[config.mk]
export PLATFORM = sky130hd
export DESIGN_NAME = lsac_ctrl
export DESIGN_NICKNAME = d
export VERILOG_FILES = /design/src/lsac_pkg.sv /design/src/lsac_ctrl.sv
export SDC_FILE = /design/constraint.sdc
export NUM_CORES = 1
export LEC_CHECK = 0
export BUFFER_PORTS_ARGS = -buffer_cell sky130_fd_sc_hd__buf_2
export CAP_MARGIN = 0
export CORE_AREA = 3 3 40 42
export CTS_CLUSTER_SIZE = 30
export DETAILED_ROUTE_END_ITERATION = 7
export DIE_AREA = 0 0 43 45
export GPL_TIMING_DRIVEN = 0
export HOLD_SLACK_MARGIN = 0.03
export RECOVER_POWER = 100
export SYNTH_ARGS = -nofsm -noshare
export SYNTH_HDL_FRONTEND = slang
export SYNTH_SLANG_ARGS = --single-unit
[constraint.sdc]
create_clock -name clk -period 1.45 [get_ports clk]
set_input_delay 0.145 -clock clk [delete_from_list [all_inputs] [get_ports clk]]
set_output_delay 0.145 -clock clk [all_outputs]
set_load 0.1 [all_outputs]
[src/lsac_pkg.sv]
// Shared types and constants for the set-associative LRU cache lookup.
`timescale 1ns / 1ps

package lsac_pkg;

  localparam int TAG_W   = 48;
  localparam int STAMP_W = 64;
  localparam int CNT_W   = 48;
  localparam int ADDR_W  = 48;
  localparam int CFG_W   = 4;
  localparam int OUT_W   = 160;

  localparam logic [3:0] OFFSET_MAX = 4'd12;

  // configuration register indexes
  localparam logic CFG_INDEX_BITS  = 1'b0;
  localparam logic CFG_OFFSET_BITS = 1'b1;

  typedef enum logic [2:0] {
    ST_CLEAR,
    ST_IDLE,
    ST_LOOK,
    ST_SCAN,
    ST_WRITE
  } state_t;

  typedef struct packed {
    logic               valid;
    logic [TAG_W-1:0]   tag;
    logic [STAMP_W-1:0] stamp;
  } line_t;

  typedef struct packed {
    logic clear_step;
    logic accept;
    logic look;
    logic scan_step;
    logic write;
  } ctrl_cmd_t;

  typedef struct packed {
    logic clear_last;
    logic need_scan;
    logic scan_last;
  } dp_status_t;

endpackage

[src/lsac_ctrl.sv]
// Controller state machine: clearing pass, lookup sequencing, output handshake.
`timescale 1ns / 1ps

module lsac_ctrl (
  input  logic                  clk,
  input  logic                  rst,
  input  logic                  s_tvalid,
  output logic                  s_tready,
  output logic                  m_tvalid,
  input  logic                  m_tready,
  input  lsac_pkg::dp_status_t  status,
  output lsac_pkg::ctrl_cmd_t   cmd
);

  lsac_pkg::state_t state, state_next;
  logic out_free;

  assign out_free = !m_tvalid || m_tready;

  always_ff @(posedge clk) begin
    if (rst) begin
      state    <= lsac_pkg::ST_CLEAR;
      m_tvalid <= 1'b0;
    end else begin
      state <= state_next;
      if (cmd.write) begin
        m_tvalid <= 1'b1;
      end else if (m_tready) begin
        m_tvalid <= 1'b0;
      end
    end
  end

  always_comb begin
    state_next = state;
    case (state)
      lsac_pkg::ST_CLEAR: if (status.clear_last) state_next = lsac_pkg::ST_IDLE;
      lsac_pkg::ST_IDLE:  if (s_tvalid) state_next = lsac_pkg::ST_LOOK;
      lsac_pkg::ST_LOOK: begin
        state_next = status.need_scan ? lsac_pkg::ST_SCAN : lsac_pkg::ST_WRITE;
      end
      lsac_pkg::ST_SCAN:  if (status.scan_last) state_next = lsac_pkg::ST_WRITE;
      lsac_pkg::ST_WRITE: if (out_free) state_next = lsac_pkg::ST_IDLE;
      default:            state_next = lsac_pkg::ST_CLEAR;
    endcase
  end

  always_comb begin
    s_tready       = 1'b0;
    cmd            = '0;
    case (state)
      lsac_pkg::ST_CLEAR: cmd.clear_step = 1'b1;
      lsac_pkg::ST_IDLE: begin
        s_tready   = 1'b1;
        cmd.accept = s_tvalid;
      end
      lsac_pkg::ST_LOOK:  cmd.look = 1'b1;
      lsac_pkg::ST_SCAN:  cmd.scan_step = 1'b1;
      lsac_pkg::ST_WRITE: cmd.write = out_free;
      default: ;
    endcase
  end

endmodule

Word level (Yosys, flattened, before mapping)
Index checks and enable logic that the tools add are counted.
Word-level totals
  output and inout port bits: 7
  flip-flop bits (word level): 4
Operators by class
  mux-type cells: 14
  equal/unequal tests: 8
  reduce and logical (&&, ||, !) cells: 5
Operators by type and width (number)
  $mux 3: 5
  $pmux 3 s5: 1
  $mux 1: 8
  $ne 2x2->1 const B: 4
  $eq 3x2->1 const B: 2
  $reduce_and 4->1: 1
  $eq 3x1->1 const B: 1
  $eq 3x3->1 const B: 1
  $logic_not 3->1: 1
  $reduce_bool 2->1: 1
  $logic_not 1->1: 1
  $logic_or 1x1->1: 1

Depth between registers and ports, before layout
  depth in word-level cells: 4
  depth in mapped cells: 4
  gate-level depth less buffers: 3

Least setup slack after synthesis
No wires, ideal clock.
  kind: reg2out
  start: register state[0]
  end: output port cmd[3] (netlist name)
  cell stages (with the launch flop): 4
  arrival: 3.639 ns
  buffers on the path: 1
  path slack: -2.334 ns
  path through: dfxtp_1 -> buf_6 -> nor3b_1 -> and2_1
RTL lines
  from (decl): line lsac_ctrl.sv:15  | lsac_pkg::state_t state, state_next;
  from (signal assigned): line lsac_ctrl.sv:22  | state <= lsac_pkg::ST_CLEAR;
  from (signal assigned): line lsac_ctrl.sv:25  | state <= state_next;
  to (decl): line lsac_ctrl.sv:12  | output lsac_pkg::ctrl_cmd_t cmd

==> results.txt <==
The flow ran to the end, and the final reports show no timing, DRC or antenna violations. The total iterations of the first detailed-routing run came out at 3. The residual antenna-violating net count after detailed routing came out at 0. Of the total synthesized cell area, the portion taken by full adders, half adders and majority gates is 0. The worst-case setup margin in the final layout came out at around 0.094 ns.

The top metal layer carrying routed signals is met4. In the layout the commonest cells are sky130_fd_sc_hd__buf_2, sky130_fd_sc_hd__buf_6, sky130_fd_sc_hd__clkbuf_4, sky130_fd_sc_hd__a21oi_1, sky130_fd_sc_hd__dfxtp_2. TritonCTS created 3 clock buffers. The category of the critical setup timing path is reg2out. Dividing the synthesized area by the synthesized cell count gives 7.875 um^2. The detailed route wirelength on metal3 is 68 um. The critical path crosses 3 cells after its start point.

The number of DRC violations after detailed-routing iteration 0 came out at 10. In this run the number of H-tree levels came out at 1. The maximum clock skew at final layout is around 0.0043 ns.

The net count of the mapped netlist came out at 41. Walking the worst path, the cells encountered are buf_6 -> nor3_1 -> clkbuf_4. The number of buffers and inverters on the critical path is 2. The largest stage delay on the critical path is between 0.3 and 0.4 ns. The die outline area is 1935 um^2. The register bit total from synthesis is 4. Yosys mapped the design onto 20 distinct sky130hd cell types. The worst-skew pair later-pin latency is 0.24 ns. The floorplan step set the die height to 45 um.

For this design the ratio of total power to cell area is ~1000 nW/um^2. The number of hold violations in the final report came out at 0. The via count of the first global-routing pass came out at 272. The transition time at the pin with the least slew margin is 0.5383 ns. The total length of routed met2 wires is 293 um. The tightest slew margin relative to the limit came out at 0.6427. The fraction of layout cells with a size suffix above 1 came out at 0.5294. The largest net degree at the start of global routing came out at 11. Tracing the worst setup path back leads to its startpoint at state[0]. Among all stages on the critical path, the largest delay is contributed by sky130_fd_sc_hd__clkbuf_4.

The layout overhead on the synthesized area came out at 71.03%. The initial core utilization came out at 0.2084. The average via count per standard cell came out at 4.621. By area the synthesized netlist is led by sky130_fd_sc_hd__dfxtp_1, sky130_fd_sc_hd__buf_6, sky130_fd_sc_hd__and2_1.

The total negative setup slack came out at 0 ns. The HPWL after detailed placement came out at 514.1 um. The category of cells accounting for the largest share of critical-path delay is buffers and inverters. The initial antenna violation count is 0. The final max-slew violation count came out at 0.

IR analysis of the VDD net gives a maximum drop of 0.3543 mV. The final count of negative-setup-slack endpoints came out at 0. For this run, design rule violations remaining after detail routing come to 0. The multiplexer share of the synthesized area came out at 0. The count of yosys warnings during synthesis came out at 0. The path class of the tightest hold or removal check is in2reg.

Before CTS, the worst setup slack after placement is approximately 0.067 ns. sky130_fd_sc_hd__dfxtp_1 takes more of the synthesized area than any other cell. Input and output buffers added on the ports amount to 13.

Setup repair after global routing left no endpoint under its margin. The clock tree from TritonCTS is built. Of the total synthesized cell area, the portion taken by XOR and XNOR cells is 0. Clock-pin slew was measured on the worst setup and hold paths at 0.04 ns. The number of standard-cell rows in the floorplan came out at 13.

Subtracting the final worst setup slack from the clock period gives 1.356 ns. The share of Yosys cell area claimed by the top area cell type came out at 0.2991. The wire length of the first global-routing pass came out at around 1.1 mm. The wire length on met1 came out at between 300 and 400 um. The worst endpoint required time came out at 1.31 ns. The worst-case clock buffer depth came out at 2. The end-of-flow core utilization is 0.3564. For this run, the top clock speed supported by timing is 737.6 MHz. The finished cells cover about 460 um^2. For this design, the sink count on the clock tree is 4. Counting cells, the worst reg-to-reg path comes to 4. The simple-gate share of the synthesized area came out at 0.4439. In this run the critical register-to-register path is launched from state[0].

The compound-gate portion of the synthesized area came to 0.1589. The die span in x is approximately 43 um. The type of element capturing the critical path is an output pin.

For this run, the total global-route usage over all layers was measured as 0.08153. The placement-stage cell area is 385.4 um^2. The total of fill cells in the finished design is 135. The end of the worst register-to-register path is state[0]. STA classifies the critical path startpoint as a register.

The largest family of logic cells by synthesized area is simple AND/OR/NAND/NOR gates. The post-layout net count is 60. The synthesized area is between 200 and 300 um^2. The maximum fanout encountered on the critical timing path came out at 5. The sequential share of the synthesized area is 0.2991. Data arrives at the worst endpoint at 1.21 ns. The number of placed I/O pins is 14.

The number of diodes is 0. Summed over all cells, the static leakage comes to ~0.19 nW. The tree is rooted in a sky130_fd_sc_hd__clkbuf_4. Setup slack on the worst reg-to-reg path comes out at around 0.19 ns.

The ratio of final minimum period to clock period came out at 0.9351. Leaving out fill and tap cells, the most frequent cell in the layout is sky130_fd_sc_hd__buf_2. The final layout contains routed wiring with a total length of 686 um. In this run the standard cell core region covers 1285 um^2.

The instance count of the mapped netlist is 34. Max-cap violations in this run came to 0. The routed layout has 305 vias.

Routability-driven placement finished with a final weighted congestion of approximately 0.65. The detailed-route wire length per cell came out at 10.39 um. The total overflow left after global routing is 0. The capture point of the critical path is cmd[4].
-- how the worst min path moves through the flow --
stage / startpoint / cells after the start / slack [ns] / endpoint
after floorplan: rst / 1 / 0.21 / m_tvalid
after global placement: rst / 2 / 0.35 / m_tvalid
after detailed placement: rst / 2 / 0.35 / m_tvalid
after CTS: rst / 2 / 0.10 / m_tvalid
after global routing: rst / 2 / 0.12 / m_tvalid
final: rst / 2 / 0.11 / m_tvalid
-- area by class of cell --
cell class,count,area (um^2),share of cell area
clock buffers,3,22.52,0.04918
plain buffers,2,22.52,0.04918
repair buffers,14,116.4,0.2541
flip-flops and latches,4,83.83,0.1831
well taps,15,18.77,0.04098
inverters,1,3.754,0.008197
multi-input cells,27,190.2,0.4153
-- cells in the mapped netlist --
master,instances
sky130_fd_sc_hd__buf_6,2
sky130_fd_sc_hd__a21oi_1,3
sky130_fd_sc_hd__nor2_2,1
sky130_fd_sc_hd__o31ai_1,1
sky130_fd_sc_hd__and2_1,3
sky130_fd_sc_hd__nor2b_1,2
sky130_fd_sc_hd__and4bb_1,1
sky130_fd_sc_hd__nor3b_1,2
sky130_fd_sc_hd__nor2_1,4
sky130_fd_sc_hd__nand3_1,1
sky130_fd_sc_hd__and3_1,1
sky130_fd_sc_hd__dfxtp_1,4
sky130_fd_sc_hd__o21ai_0,1
sky130_fd_sc_hd__nand2b_1,1
sky130_fd_sc_hd__o21ai_1,1
sky130_fd_sc_hd__inv_1,1
sky130_fd_sc_hd__nand3b_1,1
sky130_fd_sc_hd__nor3_1,2
sky130_fd_sc_hd__nand2_1,1
sky130_fd_sc_hd__a221o_1,1
-- power by group --
| part | switching [mW] | internal, mW |
|---|---|---|
| logic | 0.140 | 0.0661 |
| clock network | 0.0456 | 0.0926 |
| registers | 0.00751 | 0.118 |
| total | 0.194 | 0.277 |
-- cells by family after synthesis --
group	after synthesis
buffers and inverters	3
and+or+nand+nor	20
AOI/OAI and AO/OA	7
DFF	4
-- flip-flops by register name (all words and copies together), names as in the netlist --
signal and cells:
m_tvalid 1, state 3
-- through the flow --
step	instances	power, mW	hold WS [ns]
after floorplan	34	0.2839	0.2067
after detailed placement	62	0.3140	0.3522
after CTS	65	0.4714	0.1009
after global routing	66	0.5009	0.1218
final	66	0.4702	0.1112
after global placement	62	0.3131	0.3511
-- what timing repair did --
| item | 4_1_cts | 5_1_grt |
|---|---|---|
| endpoints found under the setup margin | 5 | 5 |
| buffers inserted | 0 | 0 |
| pin swaps | 0 | 1 |
| cloned | 0 | 1 |
| resized for setup | 10 | 6 |
| hold buffers | 0 | 0 |
-- layer usage --
| metal | vias to the layer above | global-route usage |
|---|---|---|
| li1 | 153 | - |
| met1 | 136 | 0.09375 |
| met2 | 14 | 0.1168 |
| met3 | 2 | 0.03187 |
| met4 | 0 | 0.07229 |
| met5 | - | 0 |
(Power assumes the default switching activity.)
